--- src/sv/mkrs_pkg.sv ---
// ----------------------------------------------------------------------------
// mkrs_pkg
// Shared types and constants of the multi-key record sorter.
// ----------------------------------------------------------------------------
package mkrs_pkg;

    localparam int GROUP_W    = 32;
    localparam int GROUP_NUM  = 4;
    localparam int TIME_W     = 64;
    localparam int ANT_W      = 16;
    localparam int ROW_W      = 48;
    localparam int USED_W     = 3;
    localparam int DATA_W     = GROUP_NUM * GROUP_W + TIME_W + 2 * ANT_W + ROW_W;
    localparam int TAIL_KEY_W = TIME_W + 2 * ANT_W;

    typedef struct packed {
        logic [TIME_W-1:0] time_bits;
        logic [ANT_W-1:0]  antenna_first;
        logic [ANT_W-1:0]  antenna_second;
        logic [ROW_W-1:0]  row_id;
    } tail_t;

    typedef enum logic [1:0] {
        SEL_HOLD,
        SEL_LOAD,
        SEL_UP,
        SEL_DN
    } sel_t;

    typedef enum logic [1:0] {
        ST_LOAD,
        ST_SORT,
        ST_EMIT
    } state_t;

    typedef struct packed {
        logic load;
        logic sort;
        logic phase;
        logic shift;
    } cmd_t;

endpackage

--- src/sv/mkrs_cell.sv ---
// ----------------------------------------------------------------------------
// mkrs_cell
// One slot of the sort chain: holds a record, forms its ordering key and
// compares it against the neighbor above.
// ----------------------------------------------------------------------------
module mkrs_cell #(
    parameter int KEYS = 4
) (
    input  logic                                      aclk,
    input  mkrs_pkg::sel_t                            sel,
    input  logic [mkrs_pkg::USED_W-1:0]               used,
    input  logic [KEYS-1:0][mkrs_pkg::GROUP_W-1:0]    in_groups,
    input  mkrs_pkg::tail_t                           in_tail,
    input  logic [KEYS-1:0][mkrs_pkg::GROUP_W-1:0]    up_groups,
    input  mkrs_pkg::tail_t                           up_tail,
    input  logic [KEYS-1:0][mkrs_pkg::GROUP_W-1:0]    dn_groups,
    input  mkrs_pkg::tail_t                           dn_tail,
    input  logic [KEYS*mkrs_pkg::GROUP_W+mkrs_pkg::TAIL_KEY_W-1:0] up_key,
    output logic [KEYS-1:0][mkrs_pkg::GROUP_W-1:0]    groups_q,
    output mkrs_pkg::tail_t                           tail_q,
    output logic [KEYS*mkrs_pkg::GROUP_W+mkrs_pkg::TAIL_KEY_W-1:0] key,
    output logic                                      after_up
);

    localparam int GK_W = KEYS * mkrs_pkg::GROUP_W;

    logic [KEYS-1:0][mkrs_pkg::GROUP_W-1:0] groups_reg;
    mkrs_pkg::tail_t                        tail_reg;
    logic [GK_W-1:0]                        gkey;
    logic [mkrs_pkg::TIME_W-1:0]            tkey;

    function automatic logic [mkrs_pkg::TIME_W-1:0] time_key(
        input logic [mkrs_pkg::TIME_W-1:0] t
    );
        logic [mkrs_pkg::TIME_W-1:0] z;
        z = (t == {1'b1, {(mkrs_pkg::TIME_W-1){1'b0}}}) ? '0 : t;
        if (z[mkrs_pkg::TIME_W-1]) begin
            return ~z;
        end
        return {1'b1, z[mkrs_pkg::TIME_W-2:0]};
    endfunction

    always_ff @(posedge aclk) begin
        case (sel)
            mkrs_pkg::SEL_LOAD: begin
                groups_reg <= in_groups;
                tail_reg   <= in_tail;
            end
            mkrs_pkg::SEL_UP: begin
                groups_reg <= up_groups;
                tail_reg   <= up_tail;
            end
            mkrs_pkg::SEL_DN: begin
                groups_reg <= dn_groups;
                tail_reg   <= dn_tail;
            end
            default: begin
                groups_reg <= groups_reg;
                tail_reg   <= tail_reg;
            end
        endcase
    end

    always_comb begin
        gkey = '0;
        for (int g = 0; g < KEYS; g++) begin
            if (mkrs_pkg::USED_W'(g) < used) begin
                gkey[(KEYS-g)*mkrs_pkg::GROUP_W-1 -: mkrs_pkg::GROUP_W] =
                    groups_reg[g] ^ {1'b1, {(mkrs_pkg::GROUP_W-1){1'b0}}};
            end
        end
        tkey = time_key(tail_reg.time_bits);
    end

    assign key      = {gkey, tkey, tail_reg.antenna_first, tail_reg.antenna_second};
    assign after_up = key > up_key;
    assign groups_q = groups_reg;
    assign tail_q   = tail_reg;

endmodule

--- config.mk ---
export PLATFORM = sky130hd
export DESIGN_NAME = mkrs_cell
export DESIGN_NICKNAME = d
export VERILOG_FILES = /design/src/sv/mkrs_pkg.sv /design/src/sv/mkrs_cell.sv
export SDC_FILE = /design/constraint.sdc
export NUM_CORES = 1
export LEC_CHECK = 0
export ABC_AREA = 1
export BUFFER_PORTS_ARGS = -buffer_cell sky130_fd_sc_hd__buf_2
export CAP_MARGIN = 25
export CORE_AREA = 2 2 605 607
export DETAILED_ROUTE_END_ITERATION = 7
export DIE_AREA = 0 0 607 609
export PLACE_DENSITY = 0.3
export SETUP_SLACK_MARGIN = 0.05
export SKIP_LAST_GASP = 1
export SLEW_MARGIN = 20
export SYNTH_ARGS = -nofsm -noshare
export SYNTH_HDL_FRONTEND = slang
export SYNTH_SLANG_ARGS = --single-unit
--- constraint.sdc ---
create_clock -name aclk -period 6.2 [get_ports aclk]
set_input_delay 0.93 -clock aclk [delete_from_list [all_inputs] [get_ports aclk]]
set_output_delay 0.93 -clock aclk [all_outputs]
set_load 0.02 [all_outputs]
==> flow_summary.rst <==
.. list-table::
   :header-rows: 1

   * - Metric
     - Value
   * - Run status
     - finished, final reports clean
   * - Worst Hold Margin
     - 518 ps
   * - Number of DRC violations after detailed routing
     - 0
   * - Data arrival time of the worst path
     - 4890 ps
   * - Mean post-synth cell area
     - 7.34 sq um
   * - Timing-limited maximum frequency
     - 172 MHz
   * - Max_cap viols
     - 0
   * - # clock sinks
     - 272
   * - Switching portion of total power
     - 45.8%
   * - Height of the chip
     - 609 um
   * - Clock network power share
     - 30.6%
   * - Worst-case headroom to the max-slew limit
     - 23.2%
   * - First-pass GRT wire length
     - 364 mm
   * - Yosys Warn Count
     - 0
   * - Number of endpoints with negative hold slack in the final report
     - 0
   * - Total grt overflow
     - 0
   * - Switch Pwr
     - 0.00415 W
   * - Critical path's top delay family
     - simple AND/OR/NAND/NOR gates
   * - Final routed wire length divided by cell count
     - 31.9 um
   * - Number of top-level design ports
     - 1,543
   * - Buffers & Inverters on Critical Path
     - 5
   * - Total nets after synthesis
     - 4,249
   * - Clock tree from TritonCTS
     - done
   * - Die width
     - 607 um
   * - Standard-cell row count
     - 222
   * - Internal portion of total power
     - 0.00491 W
   * - Number of instances on the worst hold path
     - 3
   * - Delay of the slowest cell on the worst path
     - 450 ps
   * - Number of H-tree levels
     - 2
   * - Part of the power in combinational logic
     - 40.7%
   * - Pre-CTS setup slack
     - -107 ps
   * - Worst path setup slack after routing
     - 376 ps
   * - Kind of end point of the critical path
     - output port
   * - Register area share after synthesis
     - 37.4%
   * - Via count of the first global-routing pass
     - 29,500
   * - Quantity of I/O buffers inserted on ports
     - 1,542
   * - CTS Hold Buffers Added
     - 0
   * - Cell area after synthesis
     - 0.0219 sq mm
   * - Path category of the worst min-delay check
     - in -> reg
   * - Placed inst area
     - 0.0356 sq mm
   * - Clock Pin Slew Worst Setup and Hold Paths
     - 60 ps
   * - Count of nets after finishing
     - 5,762
   * - RSZ-0062 raised after global routing
     - true
   * - Critical path startpoint category
     - register
   * - Effective utilization at floorplan
     - 6.01%
   * - Reported leakage power
     - 18.2 nW
   * - Leading cell type in the layout, fill and taps excluded
     - sky130_fd_sc_hd__buf_2
   * - Pin count of the biggest net entering global routing
     - 124
   * - Number of stages on the worst setup path
     - 22
   * - Highest-delay cell along the critical path
     - sky130_fd_sc_hd__nor4_4
   * - Yosys cell types
     - 25
   * - Residual antenna-violating net count after detailed routing
     - 0
   * - Total of flip-flops plus latches after synthesis
     - 272
   * - Setup Crit Path Kind
     - reg -> out
   * - Commonest non-fill, non-tap cells in the layout
     - sky130_fd_sc_hd__buf_2, sky130_fd_sc_hd__nand2_1, sky130_fd_sc_hd__nand3_1
   * - Largest buffer count on any clock path
     - 3
   * - Worst vdd rail ir drop
     - 0.233 mV
   * - Die area
     - 0.370 sq mm
   * - Total half-perimeter wirelength after legalization and detailed placement
     - 270 mm
   * - Setup TNS
     - 0 ps
   * - First-pass detailed-route iteration total
     - 5
   * - TritonCTS buffer count
     - 47
   * - Non-Filler Cell Area, Final
     - 0.0378 sq mm
   * - Power per standard cell area
     - 240 mW/mm^2
   * - Slew Viols, Final
     - 0
   * - Placer Congestion
     - 0.920
   * - Most used cell along the critical path
     - sky130_fd_sc_hd__nand2_1
   * - Period utilisation layout
     - 93.9%
   * - Number of instances in the synthesized netlist
     - 2,979
   * - Aggregate global-route resource usage
     - 15.7%
   * - CTS root buffer
     - sky130_fd_sc_hd__clkbuf_16
   * - Data required time of the critical path
     - 5270 ps
   * - Via Count
     - 29,400
   * - Number of antenna violations at the first check in global routing
     - 311
   * - Synthesis-to-finish area growth
     - 73.1%
   * - Post-detailed-routing wire length
     - 302 mm
   * - Share of power burned in registers
     - 28.7%
   * - Vias/cell
     - 3.11
   * - Maximum fanout encountered on the critical timing path
     - 6
   * - Fraction of final layout cells sized beyond drive strength 1
     - 38.5%
   * - Critical Path, Cell by Cell
     - nor2_1 -> nand2_1 -> nor4_4 -> nand4_1 -> nor2_4 -> buf_6 -> buf_12 -> nor2_1 -> ha_1 -> nand2_1 -> nor2_2 -> nand4_1 -> nor2_4 -> nand4_1 -> buf_4 -> nor2_1 -> nand2_1 -> nand3_2 -> buf_6 -> nand2_1 -> a21oi_4 -> buf_12
   * - CORE AREA
     - 0.364 sq mm
   * - Starting DRT DRC Count
     - 2,170
   * - Setup violations, final
     - 0
   * - Transition time of the tightest slew-check pin
     - 1150 ps
   * - Post-layout minimum cycle time
     - 5820 ps
-- stage by stage --
step,utilization [%],total power (W),cells
3_5_place_dp,9.78,0.00644,9233
3_3_place_gp,9.77,0.00645,9231
4_1_cts,10.3,0.00938,9340
2_1_floorplan,-,0.00410,2979
6_report,10.4,0.00906,9451
5_1_grt,10.3,0.00958,9377
-- cells in the mapped netlist --
| cell | count | area, sq um |
|---|---|---|
| sky130_fd_sc_hd__a21o_1 | 8 | 60.1 |
| sky130_fd_sc_hd__a21oi_1 | 104 | 521 |
| sky130_fd_sc_hd__and2_1 | 4 | 25.0 |
| sky130_fd_sc_hd__and3_1 | 1 | 6.26 |
| sky130_fd_sc_hd__buf_2 | 14 | 70.1 |
| sky130_fd_sc_hd__buf_4 | 32 | 240 |
| sky130_fd_sc_hd__buf_6 | 6 | 67.6 |
| sky130_fd_sc_hd__clkbuf_1 | 126 | 473 |
| sky130_fd_sc_hd__edfxtp_1 | 272 | 8170 |
| sky130_fd_sc_hd__ha_1 | 224 | 2800 |
| sky130_fd_sc_hd__inv_1 | 405 | 1520 |
| sky130_fd_sc_hd__nand2_1 | 831 | 3120 |
| sky130_fd_sc_hd__nand3_1 | 564 | 2820 |
| sky130_fd_sc_hd__nand3b_1 | 1 | 7.51 |
| sky130_fd_sc_hd__nand4_1 | 17 | 106 |
| sky130_fd_sc_hd__nor2_1 | 247 | 927 |
| sky130_fd_sc_hd__nor2_2 | 3 | 18.8 |
| sky130_fd_sc_hd__nor2_4 | 1 | 11.3 |
| sky130_fd_sc_hd__nor3_1 | 4 | 20.0 |
| sky130_fd_sc_hd__nor4_1 | 13 | 81.3 |
| sky130_fd_sc_hd__o21a_1 | 13 | 97.6 |
| sky130_fd_sc_hd__o21ai_0 | 23 | 115 |
| sky130_fd_sc_hd__or2_2 | 2 | 12.5 |
| sky130_fd_sc_hd__or4_1 | 1 | 7.51 |
| sky130_fd_sc_hd__xnor2_1 | 63 | 552 |
-- final cells by class --
cell class                      count  area (sq um)
Clock buffer                       54          1220
Antenna cell                      106           265
Timing Repair Buffer             1642          8870
Sequential cell                   272          8170
Inverter                          405          1530
Clock inverter                     32           246
Multi-Input combinational cell   2124         11500
Tap cell                         4816          6030
Fill cell                       43000        326000
-- final timing paths --
check | endpoint | slack [ps] | from
worst max-delay path | after_up | 380 | tail_q[119]
worst min-delay path | key[11] | 520 | up_tail[59]
-- flip-flops by register name, summed over array words and instances, names as in the netlist --
register,flops
key,32
groups_q,128
tail_q,112
-- power by group through the flow --
stage	registers, W	logic (W)	clock network (W)
after floorplan	0.00274	0.00135	0
after global placement	0.00264	0.00381	0
after detailed placement	0.00265	0.00379	0
after CTS	0.00261	0.00382	0.00294
after global routing	0.00262	0.00401	0.00295
final	0.00260	0.00369	0.00277
-- kinds of logic after synthesis --
logic type      after synthesis  share of synthesized area [%]
xor+xnor                     63                           2.53
simple gates               1689                           32.8
compound gates              148                           3.63
fa+ha+maj                   224                           12.8
flops                       272                           37.4
buf+inv                     583                           10.9
-- metal layers --
metal | wire, um | track usage (%) | vias up
met1 | 112000 | 17.0 | 14100
met2 | 144000 | 27.0 | 1656
met4 | 8470 | 3.52 | 162
li1 | - | - | 12900
met5 | 1050 | 0 | -
met3 | 36800 | 8.12 | 583
-- what timing repair did --
action | CTS | global route
pin swaps | 21 | 10
setup buffers | 15 | 5
endpoints found under the setup margin | 1 | 1
resized for setup | 36 | 7
cloned | 6 | 0
Power figures use the tool's default switching activity.
