## config.mk

```make
export PLATFORM = sky130hd
export DESIGN_NAME = mkrs_ctrl
export DESIGN_NICKNAME = d
export VERILOG_FILES = /design/src/sv/mkrs_pkg.sv /design/src/sv/mkrs_ctrl.sv
export SDC_FILE = /design/constraint.sdc
export NUM_CORES = 1
export LEC_CHECK = 0
export BUFFER_PORTS_ARGS = -buffer_cell sky130_fd_sc_hd__buf_2
export CAP_MARGIN = 20
export CORE_MARGIN = 2
export CORE_UTILIZATION = 40
export DETAILED_ROUTE_END_ITERATION = 8
export PLACE_DENSITY = 0.68
export REMOVE_ABC_BUFFERS = 1
export SLEW_MARGIN = 25
export SYNTH_ARGS = -nofsm -noshare
export SYNTH_HDL_FRONTEND = slang
export SYNTH_SLANG_ARGS = --single-unit
```

## constraint.sdc

```tcl
create_clock -name aclk -period 1.82 [get_ports aclk]
set_clock_uncertainty 0.15 [all_clocks]
set_input_delay 0.273 -clock aclk [delete_from_list [all_inputs] [get_ports aclk]]
set_output_delay 0.273 -clock aclk [all_outputs]
set_load 0.005 [all_outputs]
```

## src/sv/mkrs_pkg.sv

```systemverilog
// ----------------------------------------------------------------------------
// mkrs_pkg
// Shared types and constants of the multi-key record sorter.
// ----------------------------------------------------------------------------
package mkrs_pkg;

    localparam int GROUP_W    = 32;
    localparam int GROUP_NUM  = 4;
    localparam int TIME_W     = 64;
    localparam int ANT_W      = 16;
    localparam int ROW_W      = 48;
    localparam int USED_W     = 3;
    localparam int DATA_W     = GROUP_NUM * GROUP_W + TIME_W + 2 * ANT_W + ROW_W;
    localparam int TAIL_KEY_W = TIME_W + 2 * ANT_W;

    typedef struct packed {
        logic [TIME_W-1:0] time_bits;
        logic [ANT_W-1:0]  antenna_first;
        logic [ANT_W-1:0]  antenna_second;
        logic [ROW_W-1:0]  row_id;
    } tail_t;

    typedef enum logic [1:0] {
        SEL_HOLD,
        SEL_LOAD,
        SEL_UP,
        SEL_DN
    } sel_t;

    typedef enum logic [1:0] {
        ST_LOAD,
        ST_SORT,
        ST_EMIT
    } state_t;

    typedef struct packed {
        logic load;
        logic sort;
        logic phase;
        logic shift;
    } cmd_t;

endpackage

```

## src/sv/mkrs_ctrl.sv

```systemverilog
// ----------------------------------------------------------------------------
// mkrs_ctrl
// Sequencer of the sorter: load, odd-even sort passes, drain.
// ----------------------------------------------------------------------------
module mkrs_ctrl #(
    parameter int MAX_ROWS = 64,
    parameter int KEYS     = 4,
    parameter int CW       = 7
) (
    input  logic                        aclk,
    input  logic                        aresetn,
    input  logic                        cfg_wr_en,
    input  logic [mkrs_pkg::USED_W-1:0] cfg_wr_data,
    input  logic                        s_tvalid,
    input  logic                        s_tlast,
    input  logic                        out_free,
    output logic                        s_tready,
    output mkrs_pkg::cmd_t              cmd,
    output logic [CW-1:0]               count,
    output logic [mkrs_pkg::USED_W-1:0] used,
    output logic                        ovf,
    output logic                        last_emit
);

    mkrs_pkg::state_t              state_reg, state_next;
    logic [mkrs_pkg::USED_W-1:0]   groups_in_use_reg, groups_in_use_next;
    logic [mkrs_pkg::USED_W-1:0]   used_reg, used_next;
    logic [CW-1:0]                 count_reg, count_next;
    logic [CW-1:0]                 pass_reg, pass_next;
    logic                          phase_reg, phase_next;
    logic                          ovf_reg, ovf_next;
    logic                          room;
    logic                          req;

    assign room = count_reg < CW'(MAX_ROWS);
    assign req  = s_tvalid && (state_reg == mkrs_pkg::ST_LOAD);

    always_comb begin
        state_next = state_reg;
        case (state_reg)
            mkrs_pkg::ST_LOAD: begin
                if (req && s_tlast) begin
                    state_next = mkrs_pkg::ST_SORT;
                end
            end
            mkrs_pkg::ST_SORT: begin
                if ((pass_reg + CW'(1)) == count_reg) begin
                    state_next = mkrs_pkg::ST_EMIT;
                end
            end
            mkrs_pkg::ST_EMIT: begin
                if (out_free && count_reg == CW'(1)) begin
                    state_next = mkrs_pkg::ST_LOAD;
                end
            end
            default: state_next = mkrs_pkg::ST_LOAD;
        endcase
    end

    always_comb begin
        s_tready  = state_reg == mkrs_pkg::ST_LOAD;
        cmd.load  = req && room;
        cmd.sort  = state_reg == mkrs_pkg::ST_SORT;
        cmd.phase = phase_reg;
        cmd.shift = (state_reg == mkrs_pkg::ST_EMIT) && out_free;
        last_emit = count_reg == CW'(1);
    end

    always_comb begin
        groups_in_use_next = cfg_wr_en ? cfg_wr_data : groups_in_use_reg;
        used_next          = used_reg;
        count_next         = count_reg;
        pass_next          = pass_reg;
        phase_next         = phase_reg;
        ovf_next           = ovf_reg;
        if (req) begin
            if (room) begin
                count_next = count_reg + CW'(1);
            end else begin
                ovf_next = 1'b1;
            end
            if (s_tlast) begin
                used_next  = (groups_in_use_reg > mkrs_pkg::USED_W'(KEYS)) ?
                             mkrs_pkg::USED_W'(KEYS) : groups_in_use_reg;
                pass_next  = '0;
                phase_next = 1'b0;
            end
        end
        if (cmd.sort) begin
            pass_next  = pass_reg + CW'(1);
            phase_next = ~phase_reg;
        end
        if (cmd.shift) begin
            count_next = count_reg - CW'(1);
            if (last_emit) begin
                ovf_next = 1'b0;
            end
        end
    end

    always_ff @(posedge aclk) begin
        if (!aresetn) begin
            state_reg         <= mkrs_pkg::ST_LOAD;
            groups_in_use_reg <= '0;
            used_reg          <= '0;
            count_reg         <= '0;
            pass_reg          <= '0;
            phase_reg         <= 1'b0;
            ovf_reg           <= 1'b0;
        end else begin
            state_reg         <= state_next;
            groups_in_use_reg <= groups_in_use_next;
            used_reg          <= used_next;
            count_reg         <= count_next;
            pass_reg          <= pass_next;
            phase_reg         <= phase_next;
            ovf_reg           <= ovf_next;
        end
    end

    assign count = count_reg;
    assign used  = used_reg;
    assign ovf   = ovf_reg;

endmodule

```

==> results.md, run 1 <==
- The routed wire length per instance is 12.6 um.
- STA puts the critical path data required time at 1.40 ns.
- The total grt overflow is 0.
- The transition time at the pin with the least slew margin is 0.383 ns.
- The most critical setup path has its startpoint at count[3].
- The post-route core utilization is 0.528.
- Summed over all instances, the cell type with the most area after synthesis is dfxtp_1.
- The type of the setup path with the least slack is reg2out.
- The max-slew violation count is 0.
- The initial core utilization is 0.421.
- For this run, the total global-route usage over all layers was measured as 0.161.
- The launching point of the worst reg2reg path is pass_reg[5].
- The worst hold path class is in2reg.
- The largest single stage delay on the critical path is 0.39 ns.
- The die outline width is 63.7 um.
- The final net count is 218.
- Setup repair after global routing could not meet its margin everywhere.
- The number of DRC markers in iteration 0 is 38.
- The clock period minus final worst setup slack is 1.77 ns.
- Setup violations remaining at the end of the flow were counted as 0.
- The average footprint of a synthesized cell is 8.55 sq um.
- The count of state elements after synthesis is 24.
- 26 I/O pins were placed.
- The detailed-route DRC error count is 0.
- Dividing the detail-routed via count by the number of cells gives 5.17.
- Routability-driven placement finished with a final weighted congestion of 0.848.
- The routed design has 3.15 mm of wire.
- The clock network power share is 0.278.
- The sequential fraction of the synthesis area is 0.337.
- The overall power after layout is 1.39 mW.
- Compared with the post-synthesis result, the final layout area differs by 25.2%.
- The number of optimization iterations in the first detailed-route pass is 4.
- Hold timing on the final database bottoms out at a slack of 0.0603 ns.
- The hold buffer count at cts is 0.
- The proportion of power drawn by flip-flops and latches is 0.428.
- The analysis attributes to net switching a power of 0.406 mW.
- Row generation in the floorplan step produced 21 rows.
- Input and output buffers added on the ports amount to 25.
- The first global-routing pass estimated 5.35 mm of wire.
- For the worst flop-to-flop path, the logic depth is 5.
- The type of origin of the critical path is a flip-flop.
- After synthesis, the cell types taking the most area are dfxtp_1, xnor2_1, nand2_1.
- The total non-filler cell area in the finished layout is 1790 sq um.
- The run finished with clean final reports.
- During synthesis, Yosys emitted a total of 0 warnings.
- The buffer levels on the longest clock path is 2.
- The die is 63.7 um tall.
- The tool flagged a number of max-cap violations equal to 0.
- The number of instances in the synthesized netlist is 167.
- The fmax is 0.565 GHz.
- The fraction of power spent switching nets is 0.293.
- The number of global-route vias before repair is 1150.
- In the final layout, the share of cells above drive strength 1 is 0.309.
- Together, buffers and inverters on the worst path number 1.
- The pin count of the biggest net entering global routing is 25.
- The number of hold-slack violations in the final timing report is 0.
- TritonCTS built the clock tree.
- The count of H-tree levels built during CTS is 1.
- The most critical setup path has its endpoint at last_emit.
- The maximum vdd ir drop is 405 uV.
- Summed over all nets, the half-perimeter wirelength after detailed placement is 2.34 mm.
- In the finished design, the share of the clock period the worst path needs comes to 0.972.
- The number of distinct standard cells referenced by the synthesized netlist is 44.
- The tree built by TritonCTS fans out to 24 sinks.
- The cell area after synthesis is 1430 sq um.
- For flop-to-flop paths, the worst setup slack is 0.10 ns.
- The source-to-sink clock delay at the later pin of the worst-skew pair is 0.31 ns.
- In this run the critical register-to-register path is captured at state_reg[1].
- Once placement finished, the instance area stood at 1680 sq um.
- The count of vias placed by the detailed router is 1292.
- The internal portion of the total power is 0.980 mW.
- In this run the number of cells on the critical path is 3.
- Walking the worst path, the cells encountered are nor4_4 -> and2_4 -> buf_2.
- The die area is 4060 sq um.
- The area of the core is 3390 sq um.
- Of the post-synthesis cell area, the dominant cell type holds 0.337.
- The share of total power dissipated in combinational logic is 0.295.
- The count of fill cells added during filler insertion is 333.
- Broken down by cell family, the worst path's largest delay share belongs to simple AND/OR/NAND/NOR gates.
- The clock-pin slew reported for the worst setup and hold paths after clock tree synthesis is 0.14 ns.
- Power spread over the standard cell area amounts to 775 nW/um^2.
- In this run the static leakage power is 0.790 nW.
- The number of clock buffers added by TritonCTS is 3.
- 0 antenna diodes ended up in the layout.
- The initial antenna violation count was 0.
- In this run the tightest slew margin relative to its limit is 0.744.
- The maximum fanout encountered on the critical timing path is 7.
- The cell with the biggest individual delay on the critical path is dfxtp_2.
- The root buffer cell is clkbuf_4.
- The number of nets with antenna violations after routing is 0.
- Adding up every negative setup slack in the final design gives 0 ns.
- The worst setup path is captured at an output port.
- The arrival time at the worst endpoint is 1.35 ns.
what timing repair did:
item	in CTS	in global routing
pin swaps	1	1
resized for setup	6	10
setup buffers	0	1
endpoints found under the setup margin	3	5
endpoints found under the hold margin	0	0
tightest hold or removal path, stage by stage:
cell and delay, ns:
buf_2 0.07, mux2i_1 0.06, nor2b_1 0.09
worst min-delay path by stage:
stage                           end            from  cells past startpoint  slack (ns)
6_report       groups_in_use_reg[1]  cfg_wr_data[1]                      3        0.06
3_5_place_dp                used[1]         used[1]                      2        0.35
3_3_place_gp                used[1]         used[1]                      2        0.34
5_1_grt        groups_in_use_reg[1]  cfg_wr_data[1]                      3        0.06
4_1_cts        groups_in_use_reg[1]  cfg_wr_data[1]                      3        0.06
2_1_floorplan                   ovf         aresetn                      2        0.24
per-layer routing:
metal	vias up	wire length, um	global-route usage
li1	665	-	-
met1	588	1590	0.239
met2	37	1400	0.247
met3	2	127	0.0123
met4	0	27	0.0516
met5	-	0	0
cells by family (layout without fill, tap and decap cells):
logic type | after synthesis | in the layout | share of synthesized area
compound gates | 37 | 37 | 0.178
xor+xnor | 11 | 11 | 0.0675
fa+ha+maj | 4 | 4 | 0.0351
buf+inv | 13 | 50 | 0.0412
flops | 24 | 24 | 0.337
mux | 5 | 5 | 0.0351
simple gates | 73 | 73 | 0.307
cell usage in the layout, fill, tap and decap left out, types with 5 or more instances in the layout:
master   instances
o21ai_0          7
nand3_1          7
and2_1           8
mux2i_1          5
nor2b_1         10
a21oi_1          9
buf_4           15
nand2_1         17
xnor2_1          9
dfxtp_2          6
nor2_1           7
dfxtp_1         18
buf_2           25
cell type report:
class,count,area (sq um),share of cell area
flip-flops and latches,24,488,0.273
clock buffers,3,22.5,0.0126
repair buffers,40,238,0.133
inverters,6,25.0,0.0140
multi-input cells,130,927,0.519
well taps,46,57.6,0.0322
clock inverters,1,30.0,0.0168
Yosys cell counts:
library cell	number
a21boi_0	4
a21oi_1	9
a22oi_1	1
a311oi_1	1
a31o_2	1
a31oi_1	1
and2_1	8
and2_2	1
and2b_1	1
and3_1	4
and3b_1	1
buf_2	2
buf_4	2
clkbuf_1	3
dfxtp_1	24
ha_1	4
inv_1	5
inv_2	1
mux2i_1	5
nand2_1	17
nand2b_1	1
nand3_1	7
nand3b_1	1
nand3b_4	1
nand4_1	1
nor2_1	7
nor2b_1	10
nor3_1	4
nor3b_1	4
nor4_1	1
nor4_2	2
nor4_4	1
nor4b_1	1
o2111a_1	1
o211a_1	3
o21a_1	2
o21ai_0	7
o21ai_1	2
o221a_1	1
o221ai_1	2
o311ai_1	1
o32ai_1	1
xnor2_1	9
xor2_1	2
per-stage QoR:
stage               setup WS (ns)  cells
floorplan                  0.0428    160
finish                     0.0503    250
global placement           0.0847    245
detailed placement         0.0195    245
CTS                       0.00275    249
global route              -0.0295    250
power by group through the flow:
stage | sequential [mW] | clock, mW | combinational, mW
floorplan | 0.613 | 0 | 0.217
global placement | 0.597 | 0 | 0.384
detailed placement | 0.599 | 0 | 0.385
CTS | 0.588 | 0.397 | 0.390
global route | 0.598 | 0.419 | 0.455
finish | 0.593 | 0.385 | 0.408
Note: power is estimated with default switching activity, not from simulation.
==> run 2, diff against run 1 <==
--- a/config.mk
+++ b/config.mk
@@ -5,11 +5,12 @@
 export SDC_FILE = /design/constraint.sdc
 export NUM_CORES = 1
 export LEC_CHECK = 0
-export BUFFER_PORTS_ARGS = -buffer_cell sky130_fd_sc_hd__buf_2
+export BUFFER_PORTS_ARGS = -buffer_cell sky130_fd_sc_hd__clkbuf_2
 export CAP_MARGIN = 20
 export CORE_MARGIN = 2
 export CORE_UTILIZATION = 40
 export DETAILED_ROUTE_END_ITERATION = 8
+export GPL_TIMING_DRIVEN = 0
 export PLACE_DENSITY = 0.68
 export REMOVE_ABC_BUFFERS = 1
 export SLEW_MARGIN = 25
==> results.md, run 2 (synthesis gave the netlist of run 1 again) <==
- The height of the die is 63.7 um (unchanged).
- The clock-pin slew reported for the worst setup and hold paths after clock tree synthesis is 0.14 ns (about the same).
- The maximum fanout encountered on the critical timing path was 6 (-1).
- The run finished with clean final reports.
- The pin count of the biggest net entering global routing came to 25 (unchanged).
- The share of layout cells above drive strength 1 was 0.323 (+0.0143).
- The area of the core is 3390 sq um (unchanged).
- The wire length of the first global-routing pass is 5.06 mm (-5.4%).
- The final wirelength was 3.03 mm (-3.9%).
- The number of hold-slack violations in the final timing report came to 0 (unchanged).
- The source-to-sink clock delay at the later pin of the worst-skew pair is 0.32 ns (about the same).
- The overall power after layout is 1.37 mW (-1.3%).
- The worst hold path class is in2reg.
- The clock tree from TritonCTS is done.
- The required time at the endpoint of the critical path is 1.90 ns (+0.50 ns).
- The worst slew margin relative to its limit was 0.667 (-0.0771).
- The setup path with the least slack is of type reg2reg.
- The routed wire length per instance is 12.6 um (-0.28%).
- The count of H-tree levels built during CTS is 1 (unchanged).
- The number of DRC markers in iteration 0 was 33 (-13%).
- The worst setup path is captured at a flip-flop.
- The max-slew violation count came to 0 (unchanged).
- The number of clock buffers inserted by TritonCTS is 3 (unchanged).
- The die outline width is 63.7 um (unchanged).
- The post-place setup slack is -0.139 ns (-0.158 ns).
- The library cells used most frequently in the layout, excluding fill and tap cells, are clkbuf_2, nand2_1, dfxtp_1, a21oi_1, nor2b_1.
- The clock period minus final worst setup slack was 1.79 ns (+0.0239 ns).
- The floorplan row count is 21 (unchanged).
- The number of optimization iterations in the first detailed-route pass was 4 (unchanged).
- The final net count is 209 (-4.1%).
- The type of origin of the critical path is a flip-flop.
- The count of vias placed by the detailed router was 1245 (-3.6%).
- The non-filler instance count after layout was 241 (-3.6%).
- The port buffer count was 25 (unchanged).
- The via count normalized by instance count is 5.17 (about the same).
- The buffer levels on the longest clock path is 2 (unchanged).
- The number of nets with antenna violations after routing was 0 (unchanged).
- The sink count of the clock tree is 24 (unchanged).
- The ratio of final minimum period to clock period was 0.985 (+0.0131).
- The detailed-route DRC error count came to 0 (unchanged).
- The number of global-route vias before repair came to 1157 (+0.61%).
- The instance area after placement is 1570 sq um (-6.3%).
- The total grt overflow was 0 (unchanged).
- The number of cells on the worst hold path is 3 (unchanged).
- The fmax is 0.558 GHz (-1.3%).
- The combined global-route utilization of all metal layers came to 0.155 (-0.00616).
- The root buffer cell is clkbuf_4.
- The sum of net half-perimeters after detailed placement was 2.18 mm (-6.8%).
- The final hold slack is 0.0528 ns (-0.00742 ns).
- The maximum vdd ir drop was 443 uV (+9.5%).
- The placer's final routability congestion estimate was 0.804 (-5.3%).
- The worst path setup slack after routing is 0.0264 ns (-0.0239 ns).
- The I/O pin count is 26 (unchanged).
- The initial core utilization is 0.421 (unchanged).
- The total non-filler cell area in the finished layout is 1750 sq um (-2.2%).
- The arrival time at the worst endpoint is 1.88 ns (+0.53 ns).
- The cell leakage power was 0.746 nW (-5.6%).
- The post-route core utilization is 0.516 (-0.0114).
- The logic depth of the worst register-to-register path is 7 (+2).
- The initial antenna violation count is 0 (unchanged).
- Leaving out fill and tap cells, the most frequent cell in the layout is clkbuf_2.
- The number of violations of the max-capacitance limit came to 0 (unchanged).
- The layout-stage area growth over the synthesis result is 22.5%.
- The number of antenna cells inserted was 0 (unchanged).
- The transition time at the pin with the least slew margin is 0.497 ns (+0.114 ns).
- The die area came to 4060 sq um (unchanged).
- The total power per unit cell area is 782 nW/um^2 (+0.88%).
- The final setup TNS is 0 ns (unchanged).
- Setup repair after global routing could not meet its margin everywhere.
- The number of setup violations in the final report was 0 (unchanged).
- The instance count after placement with tap cells included came to 231 (-5.7%).
run 2: cell types whose count changed in the layout (fill, tap and decap cells not counted), sizes merged:
cell | previous run | this run
buf | 40 | 6
clkbuf | 3 | 28
run 2: power breakdown:
group          switching, mW  internal [mW]  total [mW]
Sequential            0.0591          0.561       0.621
Combinational          0.175          0.176       0.352
Clock                  0.172          0.223       0.395
Total                  0.407          0.961        1.37
run 2: layer usage:
metal	vias up	share of wire	routed length, um	track usage
met1	570	0.48	1460	0.207
met4	0	0.020	61	0.0788
met3	5	0.031	94	0.0123
li1	648	-	-	-
met5	-	0	0	0
met2	22	0.47	1410	0.251
run 2: timing repair:
action,CTS,global route
hold buffers,0,0
setup endpoints to repair,5,8
buffers inserted,0,6
cloned,0,0
resized for setup,14,15
pin swaps,0,2
run 2: worst paths after layout:
| kind | start | end | slack [ns] |
|---|---|---|---|
| worst max-delay path | count[1] | state_reg[1] | 0.03 |
| worst min-delay path | cfg_wr_data[1] | groups_in_use_reg[1] | 0.05 |
| worst max register to register | count[1] | state_reg[1] | 0.03 |
| worst min register to register | pass_reg[2] | pass_reg[2] | 0.37 |
run 2: area by class of cell:
class / instances / area (sq um)
inverters: 6 / 25.0
multi-input cells: 130 / 940
well taps: 46 / 57.6
fillers: 340 / 1640
flip-flops and latches: 24 / 504
repair buffers: 31 / 170
clock buffers: 3 / 22.5
clock inverters: 1 / 30.0
run 2: worst max-delay path: stages, from the launching register on:
cell      delay, ns
dfxtp_4        0.42
inv_4          0.05
ha_1           0.18
nor2b_4        0.13
a311oi_1       0.34
nor4_2         0.06
o2111a_1       0.15
o221a_1        0.22
